### config.mk
export PLATFORM = sky130hd
export DESIGN_NAME = dual_key_xor_stream_decrypt_unit
export DESIGN_NICKNAME = d
export VERILOG_FILES = /design/src/sv/dkx_pkg.sv /design/src/sv/dkx_core.sv /design/src/sv/dkx_emit.sv /design/src/sv/dual_key_xor_stream_decrypt_unit.sv
export SDC_FILE = /design/constraint.sdc
export NUM_CORES = 1
export LEC_CHECK = 0
export BUFFER_PORTS_ARGS = -buffer_cell sky130_fd_sc_hd__buf_2
export CORE_MARGIN = 3
export CORE_UTILIZATION = 30
export CTS_CLUSTER_DIAMETER = 80
export DETAILED_ROUTE_END_ITERATION = 8
export GPL_ROUTABILITY_DRIVEN = 0
export REMOVE_ABC_BUFFERS = 1
export SETUP_SLACK_MARGIN = 0.5
export SYNTH_ARGS = -nofsm -noshare
export SYNTH_HDL_FRONTEND = slang
export SYNTH_SLANG_ARGS = --single-unit
### constraint.sdc
create_clock -name clock -period 3.4 [get_ports clock]
set_input_delay 0.51 -clock clock [delete_from_list [all_inputs] [get_ports clock]]
set_output_delay 0.51 -clock clock [all_outputs]
set_load 0.05 [all_outputs]
### src/sv/dkx_pkg.sv
// ----------------------------------------------------------------------------
// dkx_pkg
// Types, constants and key tables shared by the dual-key xor stream decrypt
// unit and its submodules.
// ----------------------------------------------------------------------------
package dkx_pkg;

   // header and key geometry
   localparam int HdrLen      = 7;
   localparam int ShortPeriod = 13;
   localparam int LongPeriod  = 17;

   localparam int CntW   = 3;
   localparam int ShortW = 4;
   localparam int LongW  = 5;

   localparam logic [CntW-1:0]   HdrLast   = CntW'(HdrLen - 1);
   localparam logic [CntW-1:0]   CntLimit  = CntW'(HdrLen);
   localparam logic [ShortW-1:0] ShortLast = ShortW'(ShortPeriod - 1);
   localparam logic [ShortW-1:0] ShortLim  = ShortW'(ShortPeriod);
   localparam logic [LongW-1:0]  LongLast  = LongW'(LongPeriod - 1);
   localparam logic [LongW-1:0]  LongLim   = LongW'(LongPeriod);

   // decoder phase
   typedef enum logic [1:0] {
      PH_MATCH = 2'd0,
      PH_BODY  = 2'd1,
      PH_PASS  = 2'd2
   } dkx_phase_type;

   // request payload
   typedef struct packed {
      logic [7:0] data_byte;
      logic       file_end;
   } dkx_req_type;

   // response payload
   typedef struct packed {
      logic [7:0] out_byte;
      logic       byte_present;
      logic       stream_end;
      logic       run_end;
   } dkx_rsp_type;

   // one burst of results: header prefix replay, then a tail result
   typedef struct packed {
      logic [CntW-1:0] prefix_len;
      logic [7:0]      tail_byte;
      logic            tail_present;
      logic            tail_end;
   } dkx_job_type;

   // header text
   function automatic logic [7:0] hdr_byte(input logic [CntW-1:0] idx);
      logic [7:0] val;
      val = 8'h00;
      unique case (idx)
         3'd0:    val = "R";
         3'd1:    val = "S";
         3'd2:    val = "A";
         3'd3:    val = "4";
         3'd4:    val = "0";
         3'd5:    val = "9";
         3'd6:    val = "6";
         default: val = 8'h00;
      endcase
      return val;
   endfunction

   // period-13 key
   function automatic logic [7:0] short_key(input logic [ShortW-1:0] idx);
      logic [7:0] val;
      val = 8'h00;
      unique case (idx)
         4'd0:    val = "t";
         4'd1:    val = "h";
         4'd2:    val = "e";
         4'd3:    val = "o";
         4'd4:    val = "c";
         4'd5:    val = "r";
         4'd6:    val = "a";
         4'd7:    val = "c";
         4'd8:    val = "y";
         4'd9:    val = " ";
         4'd10:   val = "s";
         4'd11:   val = "u";
         4'd12:   val = "x";
         default: val = 8'h00;
      endcase
      return val;
   endfunction

   // period-17 key
   function automatic logic [7:0] long_key(input logic [LongW-1:0] idx);
      logic [7:0] val;
      val = 8'h00;
      unique case (idx)
         5'd0:    val = "m";
         5'd1:    val = "u";
         5'd2:    val = "t";
         5'd3:    val = "a";
         5'd4:    val = "n";
         5'd5:    val = "t";
         5'd6:    val = " ";
         5'd7:    val = "t";
         5'd8:    val = "e";
         5'd9:    val = "c";
         5'd10:   val = "h";
         5'd11:   val = "n";
         5'd12:   val = "o";
         5'd13:   val = "l";
         5'd14:   val = "o";
         5'd15:   val = "g";
         5'd16:   val = "y";
         default: val = 8'h00;
      endcase
      return val;
   endfunction

endpackage

### src/sv/dkx_core.sv
// ----------------------------------------------------------------------------
// dkx_core
// Header matcher and key sequencer: updates the per-file state on each
// accepted request and forms the result burst that the request causes.
// ----------------------------------------------------------------------------
module dkx_core (
   input  logic                clock,
   input  logic                reset,
   input  logic                accept,
   input  dkx_pkg::dkx_req_type req,
   output logic                job_load,
   output dkx_pkg::dkx_job_type job
);

   dkx_pkg::dkx_phase_type phase_ff, phase_in;
   logic [dkx_pkg::CntW-1:0]   count_ff, count_in;
   logic [dkx_pkg::ShortW-1:0] short_ff, short_in;
   logic [dkx_pkg::LongW-1:0]  long_ff, long_in;

   logic [dkx_pkg::CntW-1:0]   cnt;
   logic [dkx_pkg::ShortW-1:0] si;
   logic [dkx_pkg::LongW-1:0]  li;
   logic                       hit;

   // state registers
   always_ff @(posedge clock) begin
      if (reset) begin
         phase_ff <= dkx_pkg::PH_MATCH;
         count_ff <= '0;
         short_ff <= '0;
         long_ff  <= '0;
      end else if (accept) begin
         phase_ff <= phase_in;
         count_ff <= count_in;
         short_ff <= short_in;
         long_ff  <= long_in;
      end
   end

   // indices forced back into range
   assign cnt = (count_ff >= dkx_pkg::CntLimit) ? '0 : count_ff;
   assign si  = (short_ff >= dkx_pkg::ShortLim) ? '0 : short_ff;
   assign li  = (long_ff >= dkx_pkg::LongLim) ? '0 : long_ff;
   assign hit = (req.data_byte == dkx_pkg::hdr_byte(cnt));

   // next state and result burst
   always_comb begin
      phase_in = phase_ff;
      count_in = count_ff;
      short_in = short_ff;
      long_in  = long_ff;
      job_load = 1'b0;
      job.prefix_len   = '0;
      job.tail_byte    = req.data_byte;
      job.tail_present = 1'b1;
      job.tail_end     = req.file_end;

      unique case (phase_ff)
         dkx_pkg::PH_BODY: begin
            job_load      = 1'b1;
            job.tail_byte = req.data_byte ^ dkx_pkg::long_key(li) ^ dkx_pkg::short_key(si);
            short_in = (si == dkx_pkg::ShortLast) ? '0 : si + 1'b1;
            long_in  = (li == dkx_pkg::LongLast) ? '0 : li + 1'b1;
            if (req.file_end) begin
               phase_in = dkx_pkg::PH_MATCH;
               count_in = '0;
               short_in = '0;
               long_in  = '0;
            end
         end
         dkx_pkg::PH_PASS: begin
            job_load = 1'b1;
            if (req.file_end) begin
               phase_in = dkx_pkg::PH_MATCH;
               count_in = '0;
               short_in = '0;
               long_in  = '0;
            end
         end
         default: begin
            // header matching, also the unused phase code
            if (hit && cnt == dkx_pkg::HdrLast) begin
               count_in = '0;
               short_in = '0;
               long_in  = '0;
               if (req.file_end) begin
                  // file is exactly the header: bare end marker
                  job_load         = 1'b1;
                  job.tail_byte    = '0;
                  job.tail_present = 1'b0;
                  job.tail_end     = 1'b1;
                  phase_in         = dkx_pkg::PH_MATCH;
               end else begin
                  phase_in = dkx_pkg::PH_BODY;
               end
            end else if (hit) begin
               if (req.file_end) begin
                  // short file: replay prefix, this byte closes the file
                  job_load       = 1'b1;
                  job.prefix_len = cnt;
                  phase_in       = dkx_pkg::PH_MATCH;
                  count_in       = '0;
                  short_in       = '0;
                  long_in        = '0;
               end else begin
                  phase_in = dkx_pkg::PH_MATCH;
                  count_in = cnt + 1'b1;
               end
            end else begin
               // mismatch: replay prefix, then pass through
               job_load       = 1'b1;
               job.prefix_len = cnt;
               count_in       = '0;
               if (req.file_end) begin
                  phase_in = dkx_pkg::PH_MATCH;
                  short_in = '0;
                  long_in  = '0;
               end else begin
                  phase_in = dkx_pkg::PH_PASS;
               end
            end
         end
      endcase
   end

endmodule

### src/sv/dkx_emit.sv
// ----------------------------------------------------------------------------
// dkx_emit
// Result register: holds one result burst and steps through the header
// prefix replay and the tail result under response backpressure.
// ----------------------------------------------------------------------------
module dkx_emit (
   input  logic                 clock,
   input  logic                 reset,
   input  logic                 load,
   input  dkx_pkg::dkx_job_type job,
   output logic                 free,
   output logic                 rsp_valid,
   input  logic                 rsp_ready,
   output dkx_pkg::dkx_rsp_type rsp_data
);

   logic                     valid_ff;
   dkx_pkg::dkx_job_type     job_ff;
   logic [dkx_pkg::CntW-1:0] idx_ff;
   logic                     tail_beat;
   logic                     done;

   assign tail_beat = (idx_ff == job_ff.prefix_len);
   assign done      = valid_ff && rsp_ready && tail_beat;
   assign free      = !valid_ff || done;
   assign rsp_valid = valid_ff;

   // burst control
   always_ff @(posedge clock) begin
      if (reset) begin
         valid_ff <= 1'b0;
         idx_ff   <= '0;
      end else if (load) begin
         valid_ff <= 1'b1;
         idx_ff   <= '0;
      end else if (done) begin
         valid_ff <= 1'b0;
      end else if (valid_ff && rsp_ready) begin
         idx_ff <= idx_ff + 1'b1;
      end
   end

   // burst payload
   always_ff @(posedge clock) begin
      if (load) begin
         job_ff <= job;
      end
   end

   // prefix replay from the header text, then the tail
   always_comb begin
      if (tail_beat) begin
         rsp_data.out_byte     = job_ff.tail_byte;
         rsp_data.byte_present = job_ff.tail_present;
         rsp_data.stream_end   = job_ff.tail_end;
         rsp_data.run_end      = 1'b1;
      end else begin
         rsp_data.out_byte     = dkx_pkg::hdr_byte(idx_ff);
         rsp_data.byte_present = 1'b1;
         rsp_data.stream_end   = 1'b0;
         rsp_data.run_end      = 1'b0;
      end
   end

endmodule

### src/sv/dual_key_xor_stream_decrypt_unit.sv
// ----------------------------------------------------------------------------
// dual_key_xor_stream_decrypt_unit
// Header-detecting dual repeating-key xor decryptor for a byte stream.
// ----------------------------------------------------------------------------
// the first result of a request is registered and shows in the cycle after the request is accepted
// throughput: one request per cycle unless a pending result is stalled by rsp_ready;
//   a header mismatch or short file replays up to six held header bytes first
// the burst counter in the result register steps the replay on each taken response
// reset: synchronous; clears phase, header count, key indices and output valid
module dual_key_xor_stream_decrypt_unit (
   input  logic                 clock,
   input  logic                 reset,
   input  logic                 req_valid,
   output logic                 req_ready,
   input  dkx_pkg::dkx_req_type req_data,
   output logic                 rsp_valid,
   input  logic                 rsp_ready,
   output dkx_pkg::dkx_rsp_type rsp_data
);

   logic                 accept;
   logic                 job_load;
   logic                 free;
   dkx_pkg::dkx_job_type job;

   // a request is taken whenever the result register frees up this cycle
   assign req_ready = free;
   assign accept    = req_valid && free;

   dkx_core u_core (
      .clock    (clock),
      .reset    (reset),
      .accept   (accept),
      .req      (req_data),
      .job_load (job_load),
      .job      (job)
   );

   dkx_emit u_emit (
      .clock     (clock),
      .reset     (reset),
      .load      (accept && job_load),
      .job       (job),
      .free      (free),
      .rsp_valid (rsp_valid),
      .rsp_ready (rsp_ready),
      .rsp_data  (rsp_data)
   );

endmodule

# After elaboration in Yosys (flattened, before gate mapping)
# Memory sizes are Yosys's and may differ from the RTL's.
# Cells that the tools add are included.
[totals]
latch_bits = 0
ff_bits = 31
in_bits = 13
ram_bits = 0
rom_bits = 336
n_memories = 2
[classes]
shifts = 0
n_eq_ne = 19
n_reduce_logical = 16
magnitude_cmp = 3
n_addsub = 4
muxes = 41
multipliers = 0
bitwise = 4
div_mod_pow = 0
[mem_list]
columns = ["memory", "words", "word_bits", "read_ports", "rd_ports_with_merged_regs", "write_ports", "line", "source"]
rows = [
  ["(name not given)", 32, 7, 1, 0, 0, "dkx_pkg.sv:97", "unique case (idx)"],
  ["(name not given)", 16, 7, 1, 0, 0, "dkx_pkg.sv:74", "unique case (idx)"],
]
[op_table]
columns = ["cell", "count"]
rows = [
  ["7-bit case mux with 7 select lines", 2],
  ["5-bit 2-to-1 mux", 5],
  ["3-bit 2-to-1 mux", 8],
  ["10-bit 2-to-1 mux", 2],
  ["4-bit 2-to-1 mux", 5],
  ["3-bit equality test (second input constant)", 6],
  ["8-bit 2-to-1 mux", 2],
  ["8-bit case mux with 2 select lines", 1],
  ["8-bit bitwise XOR", 2],
  ["3-bit by 2-bit equality test with 1-bit output (second input constant)", 4],
  ["11-bit 2-to-1 mux", 1],
  ["2-bit 2-to-1 mux", 5],
  ["5-bit case mux with 2 select lines", 1],
  ["8-bit by 7-bit equality test with 1-bit output", 1],
  ["1-bit 2-to-1 mux", 8],
  ["4-bit case mux with 2 select lines", 1],
  ["3-bit by 1-bit adder with 3-bit output (second input constant)", 2],
  ["3-bit by 1-bit equality test with 1-bit output (second input constant)", 2],
  ["3-bit logical NOT", 2],
  ["3-bit OR reduction", 2],
  ["5-bit by 1-bit adder with 5-bit output (second input constant)", 1],
  ["5-bit equality test (second input constant)", 1],
  ["5-bit greater-or-equal comparator (second input constant)", 1],
  ["1-bit logical AND", 5],
  ["other kinds (14)", 17],
]

# Longest topological paths before layout
# Gate-level depths: netlist of the first run.
[logic_depth]
word_depth = 10
ltp_mapped = 11
depth_no_buf = 10

# By module
# A second synthesis of the first run with hierarchy kept.
[unflattened]
cells_unflattened = 346
area_unflattened_um2 = 2882.8
[modules_own_cells]
columns = ["mod", "area_each_um2", "cells_per_inst", "instances", "seq_area_each_um2"]
rows = [
  ["dkx_core", 2024.4, 267, 1, 280.3],
  ["dkx_emit", 845.8, 77, 1, 470.5],
  ["dual_key_xor_stream_decrypt_unit", 12.5, 2, 1, 0.0],
]

# Worst setup path before layout of the first run
# OpenSTA, ideal clock, no wires.
[synth_timing]
path_type = "input port to flip-flop"
from = "input port rsp_ready"
to = "register u_emit.job_ff[0] in the netlist's numbering (enable)"
stages = 4
n_path_buf = 0
arrival_ns = 2.667
t_required_ns = 3.013
path_slack_ns = 0.346
cell_sequence = "inv_1 > o41ai_2 > nand2_1 > a21oi_1"
[synth_via]
elab_chain_cells = 5
[synth_lines]
columns = ["item", "line", "source"]
rows = [
  ["start: declaration", "dual_key_xor_stream_decrypt_unit.sv:17", "input logic rsp_ready,"],
  ["1-bit logical AND (2 in series)", "dkx_emit.sv:24", "assign done = valid_ff && rsp_ready && tail_beat;"],
  ["1-bit logical OR", "dkx_emit.sv:25", "assign free = !valid_ff || done;"],
  ["net req_ready", "dual_key_xor_stream_decrypt_unit.sv:14", "output logic req_ready,"],
  ["1-bit logical AND", "dual_key_xor_stream_decrypt_unit.sv:28", "assign accept = req_valid && free;"],
  ["1-bit logical AND", "dual_key_xor_stream_decrypt_unit.sv:42", ".load (accept && job_load),"],
  ["net u_emit.load", "dkx_emit.sv:9", "input logic load,"],
  ["end signal: assignment", "dkx_emit.sv:46", "job_ff <= job;"],
  ["end: declaration", "dkx_emit.sv:18", "dkx_pkg::dkx_job_type job_ff;"],
]
# The timed path passes the listed nets, and every way through them passes these cells.
# A chain may end at the register's enable or synchronous reset.

# Final worst setup path of the first run
[layout_timing]
from = "register u_core.count_ff[0] in the netlist's numbering"
to = "register u_core.short_ff[1] in the netlist's numbering"
[layout_via]
elab_chain_cells = 8
[layout_lines]
columns = ["item", "line", "source"]
rows = [
  ["start: declaration", "dkx_core.sv:16", "logic [dkx_pkg::CntW-1:0] count_ff, count_in;"],
  ["start signal: assignment", "dkx_core.sv:34", "count_ff <= count_in;"],
  ["3-bit greater-or-equal comparator", "dkx_core.sv:41", "assign cnt = (count_ff >= dkx_pkg::CntLimit) ? '0 : count_ff;"],
  ["3-bit 2-to-1 mux (*)", "dkx_core.sv:41", ""],
  ["3-bit equality test, or another cell as far along", "dkx_pkg.sv:57, dkx_core.sv:82", ""],
  ["7-bit case mux with 7 select lines", "dkx_pkg.sv:57", "unique case (idx)"],
  ["8-bit by 7-bit equality test with 1-bit output", "dkx_core.sv:44", "assign hit = (req.data_byte == dkx_pkg::hdr_byte(cnt));"],
  ["1-bit logical AND (*)", "dkx_core.sv:82", "if (hit && cnt == dkx_pkg::HdrLast) begin"],
  ["4-bit 2-to-1 mux (*)", "dkx_core.sv:82", ""],
  ["4-bit case mux with 2 select lines (*)", "dkx_core.sv:58", "unique case (phase_ff)"],
  ["end signal: assignment", "dkx_core.sv:35", "short_ff <= short_in;"],
  ["end: declaration", "dkx_core.sv:17", "logic [dkx_pkg::ShortW-1:0] short_ff, short_in;"],
]
# Mark *: on every way between the ends. The rest lies on a longest branch, timed or not.

==> summary.txt, run 1 <==
critical path peak fanout -> 9
die width -> 102.4 um
Sw Ratio -> 0.2725
H-tree levels -> 2
Yosys cell types -> 68
Initial Utilization -> 0.3137
Max Slew Vio Count -> 0
# diodes -> 0
Finished Core Util -> 0.3505
HP Class -> reg -> reg
Setup crit end kind -> register
Rows -> 34
status -> complete, no violations
remaining global-route overflow -> 0
vias in the first global route -> 2526
Sink Count -> 31
flops & latches, synth -> 31
DRC violations left -> 0
worst clock skew -> 0.01273 ns
port bufs -> 25
Root Driver -> clkbuf_8
1st-iter DRT viols -> 224
Crit path required time -> 3.56 ns
MaxCap Viol Count -> 0
Hold Fails Final Rpt -> 0
P_int -> 658.0 uW
reg2reg start -> u_core.count_ff[0]
Post-DRT Antenna Nets -> 0
commonest non-fill, non-tap cell in the layout -> nand2_1
fin crit period -> 2.771 ns
drt first pass iters -> 5
CTS tree -> yes
Hold WS -> 0.4922 ns
Hold Buf Count CTS -> 0
Worst setup startpoint -> u_core.count_ff[0]
Pwr Density -> 290.2 mW/mm2
Final setup viols -> 0
IO Pins -> 26
Post-synth EDFFs -> 13
Setup CP Type -> reg -> reg
sequential-to-total area share from yosys stat -> 0.2692
Worst Tran Pin Value -> 0.5854 ns
synth warn -> 0
Slew HR -> 0.6071
WP data arrival -> 2.93 ns
Die Ht -> 102.4 um
Synth Cell Area -> 0.002789 mm2
Startpoint Class -> register
CORE AREA -> 0.008891 mm2
die area -> 0.01049 mm2
Max Fclk -> 360.9 MHz
Synth area leader -> edfxtp_1
Comb power frac -> 0.164
largest net degree at the start of global routing -> 26
Worst-path clk slew -> 0.07 ns
Sum Neg Setup Slack -> 0 ns
Total Routing Usage GR -> 0.1439
ys async rst share -> 0
Avg Vias per Cell -> 5.509
average size of a mapped cell -> 7.878 um2
worst-skew pair later-pin latency -> 0.29 ns
Max clock buf depth -> 2
P_leak -> 1.137 nW
vias after detailed routing -> 2628
first-pass GRT wire length -> 12050 um
Synth Flop Type -> dfxtp_1
HPWL after DPL -> 5351 um
cell count after synthesis -> 354
final net count -> 400
sequential power share -> 0.450
initial antenna violation count -> 0
unrepaired setup endpoints after global routing -> false
commonest non-fill, non-tap cells in the layout -> nand2_1, buf_2, o21ai_0
drt wl/cell -> 14.98 um
Area growth syn-to-layout -> 11.75%
synth top area cells -> edfxtp_1, dfxtp_1, ha_1
Yosys top cell area share -> 0.1400
CTS buffer count -> 5
origin of the worst min-delay path -> u_core.phase_ff[0]
crit share post-route -> 0.8149
layout cell share with drive strength beyond 1 -> 0.1518
routed wire length -> 7145 um
clock share of power -> 0.387
switching pwr -> 246.5 uW
VDD IR-drop max -> 0.1309 mV
[cells in the mapped netlist (5+ instances only)]
master,count
a21oi_1,23
clkbuf_1,17
dfxtp_1,18
edfxtp_1,13
ha_1,19
inv_1,19
mux2i_1,8
nand2_1,50
nand2b_1,6
nand3_1,12
nand4_1,5
nor2_1,20
nor2b_1,6
nor3_1,7
o21ai_0,24
o22ai_1,6
o32ai_1,5
or3_1,6
xnor2_1,9
xor2_1,8
[area by class of cell]
cell class	instances	area, um2
Clock inverter	3	38.79
Clock buffer	5	68.82
Sequential cell	31	753.2
Fill cell	918	5774
Timing Repair Buffer	29	155.1
Tap cell	108	135.1
Inverter	19	71.32
Multi-Input combinational cell	282	1894
[cell families (layout without fill, tap and decap cells)]
logic type      Yosys count  count (layout)  share of synthesized area
flops                    31              31                     0.2692
mux                      10              10                    0.03679
buf+inv                  41              56                    0.05832
compound gates           97              97                     0.2337
fa+ha+maj                19              19                    0.08524
xor+xnor                 17              17                    0.05339
simple gates            139             139                     0.2634
[routing by layer]
layer	wire length (um)	part of all wire	up-vias	global-route usage
li1	-	-	1304	-
met5	0	0	-	0
met2	3338	0.47	87	0.2379
met4	128	0.018	0	0.04743
met1	3368	0.47	1226	0.1905
met3	310	0.043	11	0.02457
[through the flow]
| step | cells | setup slack (ns) | instance area (um2) | total power, mW |
|---|---|---|---|---|
| final | 477 | 0.6293 | 3117 | 0.9045 |
| after global routing | 477 | 0.5037 | 3117 | 0.9463 |
| after CTS | 476 | 0.5026 | 3097 | 0.9106 |
| after detailed placement | 468 | 0.2620 | 2980 | 0.5591 |
| after global placement | 468 | 0.2825 | 2980 | 0.5584 |
| after floorplan | 332 | 0.3462 | 2698 | 0.5113 |
[sequential cells by signal, indices dropped and copies added, names as in the netlist]
name and flops:
u_core.long_ff 5, u_emit.job_ff 13, u_emit.rsp_valid 1, u_core.short_ff 4, u_core.phase_ff 2, u_emit.idx_ff 3, u_core.count_ff 3
[critical path: stages (launching register included)]
cell and delay [ns]:
dfxtp_1 0.49, ha_1 0.24, nand2b_4 0.18, nor2_4 0.07
or4b_4 0.48, a311oi_1 0.56, and4_1 0.48, o22ai_1 0.14
[power groups by stage]
stage,Sequential (mW),Combinational [mW],Clock [mW]
4_1_cts,0.407,0.146,0.358
3_3_place_gp,0.415,0.143,0
2_1_floorplan,0.417,0.0945,0
3_5_place_dp,0.415,0.144,0
5_1_grt,0.408,0.160,0.378
6_report,0.407,0.148,0.350
[path summary, 6_finish.rpt]
check,end,slack [ns],depth (start not counted)
max reg2reg,u_core.short_ff[1],0.63,7
min reg2reg,u_core.phase_ff[0],0.49,2
min,u_core.phase_ff[0],0.49,2
max,u_core.short_ff[1],0.63,7
[what timing repair did]
action,CTS,global route
pin swaps,0,1
gates cloned,0,0
resized for setup,2,4
setup endpoints to repair,13,31
setup buffers,0,1
Note: power is estimated with default switching activity, not from simulation.
==> run 2: changes to the inputs <==
==> constraint.sdc (replaced) <==
create_clock -name clock -period 2.3 [get_ports clock]
set_input_delay 0.345 -clock clock [delete_from_list [all_inputs] [get_ports clock]]
set_output_delay 0.345 -clock clock [all_outputs]
set_load 0.05 [all_outputs]
==> run 2 against run 1 <==
The run now ends with setup timing left. Core utilization grew 10 points. Global-route usage grew 1.6 points. Worst hold slack lost 0.14 ns. Design area grew 30%. Critical endpoint is now u_emit.job_ff[4].
==> summary.txt, run 2 (synthesis gave the netlist of run 1 again) <==
Startpoint Class -> register (unchanged)
Setup CP Type -> reg -> reg (unchanged)
port bufs -> 25 (unchanged)
MaxCap Viol Count -> 0 (unchanged)
R2R Setup Slk -> -0.10 ns (was 0.63 ns)
Regs by FF count -> u_emit.job_ff: 13 flops, u_core.long_ff: 5 flops, u_core.short_ff: 4 flops (unchanged)
commonest non-fill, non-tap cells in the layout -> buf_4, nand2_1, o21ai_0 (was nand2_1, buf_2, o21ai_0)
max reg flops -> 13 (unchanged)
failing checks -> setup timing
Avg Vias per Cell -> 5.372 (was 5.509)
Slew HR -> 0.6334 (was 0.6071)
final net count -> 453 (was 400)
initial antenna violation count -> 0 (unchanged)
vias after detailed routing -> 2847 (was 2628)
1st-iter DRT viols -> 230 (was 224)
Root Driver -> clkbuf_8 (unchanged)
drt first pass iters -> 5 (unchanged)
Worst setup startpoint -> u_core.count_ff[0] (unchanged)
Setup WS post-layout -> -0.1048 ns (was 0.6293 ns)
worst clock skew -> 0.006802 ns (was 0.01273 ns)
Sum Neg Setup Slack -> -1.521 ns (was 0 ns)
reg2reg start -> u_core.count_ff[0] (unchanged)
total power -> 1.458 mW (was 904.5 uW)
CTS buffer count -> 5 (unchanged)
Sw Ratio -> 0.2743 (was 0.2725)
Initial Utilization -> 0.3137 (unchanged)
sequential power share -> 0.409 (was 0.450)
drt wl/cell -> 15.23 um (was 14.98 um)
# diodes -> 0 (unchanged)
P_int -> 1.058 mW (was 658.0 uW)
DRC violations left -> 0 (unchanged)
critical path peak fanout -> 6 (was 9)
fin crit period -> 2.405 ns (was 2.771 ns)
remaining global-route overflow -> 0 (unchanged)
Die Ht -> 102.4 um (unchanged)
HPWL after DPL -> 5737 um (was 5351 um)
commonest non-fill, non-tap cell in the layout -> buf_4 (was nand2_1)
end of the critical path -> u_emit.job_ff[4] (was u_core.short_ff[1])
largest net degree at the start of global routing -> 19 (was 26)
switching pwr -> 400.0 uW (was 246.5 uW)
Max clock buf depth -> 2 (unchanged)
Total Routing Usage GR -> 0.1596 (was 0.1439)
Hold Buf Count CTS -> 0 (unchanged)
Max Slew Vio Count -> 0 (unchanged)
crit share post-route -> 1.046 (was 0.8149)
IO Pins -> 26 (unchanged)
CORE AREA -> 0.008891 mm2 (unchanged)
layout cell share with drive strength beyond 1 -> 0.4052 (was 0.1518)
first-pass GRT wire length -> 13170 um (was 12050 um)
Pwr Density -> 360.8 mW/mm2 (was 290.2 mW/mm2)
Finished Core Util -> 0.4545 (was 0.3505)
Rows -> 34 (unchanged)
R2R Path End -> u_emit.job_ff[4] (was u_core.short_ff[1])
die width -> 102.4 um (unchanged)
Area growth syn-to-layout -> 44.91% (was 11.75%)
worst-skew pair later-pin latency -> 0.28 ns (was 0.29 ns)
CTS tree -> yes (unchanged)
Worst-path clk slew -> 0.07 ns (about the same)
FF-to-FF path depth -> 8 (was 7)
VDD IR-drop max -> 0.1894 mV (was 0.1309 mV)
WP data arrival -> 2.43 ns (was 2.93 ns)
vias in the first global route -> 2657 (was 2526)
Setup crit end kind -> register (unchanged)
Fill cells -> 840 (was 918)
Sink Count -> 31 (unchanged)
H-tree levels -> 2 (unchanged)
Post-DRT Antenna Nets -> 0 (unchanged)
die area -> 0.01049 mm2 (unchanged)
P_leak -> 1.545 nW (was 1.137 nW)
Crit path required time -> 2.32 ns (was 3.56 ns)
Comb power frac -> 0.212 (was 0.164)
Final setup viols -> 24 (was 0)
unrepaired setup endpoints after global routing -> true (was false)
routed wire length -> 8073 um (was 7145 um)
Worst Tran Pin Value -> 0.5491 ns (was 0.5854 ns)
pre-CTS setup slack -> -0.3196 ns (was 0.2620 ns)
HP Class -> in -> reg (was reg -> reg)
clock share of power -> 0.379 (was 0.387)
status -> finished with violations (was complete, no violations)
Hold Fails Final Rpt -> 0 (unchanged)
Reg with most FFs -> u_emit.job_ff (unchanged)
Max Fclk -> 415.8 MHz (was 360.9 MHz)
[run 2: cell count changes in the layout (fill, tap and decap cells not counted), sizes merged]
cell	delta
buf	+52
clkbuf	+1
clkinvlp	+1
inv	-1
[run 2: worst min path at each step]
| stage | from | cells after the start | end | slack (ns) |
|---|---|---|---|---|
| finish | reset | 2 | u_emit.idx_ff[0] | 0.35 |
| floorplan | reset | 1 | u_emit.rsp_valid | 0.41 |
| global placement | u_core.phase_ff[0] | 2 | u_core.phase_ff[0] | 0.48 |
| detailed placement | u_core.phase_ff[0] | 2 | u_core.phase_ff[0] | 0.50 |
| CTS | reset | 2 | u_emit.idx_ff[2] | 0.35 |
| global route | reset | 2 | u_emit.idx_ff[0] | 0.36 |
[run 2: routing by layer]
layer / routed length (um) / part of all wire / vias up / track usage
met4: 81 / 0.010 / 0 / 0.03633
li1: - / - / 1424 / -
met3: 363 / 0.045 / 10 / 0.02321
met5: 0 / 0 / - / 0
met2: 3915 / 0.48 / 74 / 0.2679
met1: 3712 / 0.46 / 1339 / 0.2170
[run 2: metrics by stage]
| stage | hold slack, ns | area (um2) | cells |
|---|---|---|---|
| floorplan | 0.4141 | 2698 | 332 |
| global placement | 0.4813 | 3273 | 507 |
| detailed placement | 0.5001 | 3273 | 507 |
| CTS | 0.3451 | 3910 | 530 |
| global route | 0.3610 | 4041 | 530 |
| finish | 0.3495 | 4041 | 530 |
[run 2: area by class of cell]
cell class                 instances  area (um2)  area share
timing repair inverter             1       7.507    0.001858
inverter                          19       86.33     0.02136
multi-input combinational        282        2241      0.5545
clock inverter                     2       35.03    0.008669
timing repair buffer              81       676.9      0.1675
clock buffer                       6       82.58     0.02043
sequential                        31       777.0      0.1923
tap                              108       135.1     0.03344
[run 2: worst max-delay path, stage by stage, from the launching register on]
cell	delay (ns)
dfxtp_4	0.40
ha_4	0.14
nand2b_4	0.15
nor2_4	0.05
or4b_4	0.48
a311o_2	0.39
nor4_4	0.28
buf_6	0.16
o221ai_2	0.09
[run 2: power groups by stage]
stage / combinational, mW / clock (mW) / sequential (mW)
finish: 0.309 / 0.553 / 0.597
global route: 0.330 / 0.596 / 0.598
CTS: 0.293 / 0.564 / 0.597
detailed placement: 0.223 / 0 / 0.614
global placement: 0.221 / 0 / 0.614
floorplan: 0.140 / 0 / 0.616
[run 2: what timing repair did]
| action | in CTS | in global routing |
|---|---|---|
| pin swaps | 30 | 15 |
| gates cloned | 2 | 0 |
| setup buffers | 13 | 0 |
| setup endpoints to repair | 54 | 54 |
| resized for setup | 114 | 28 |
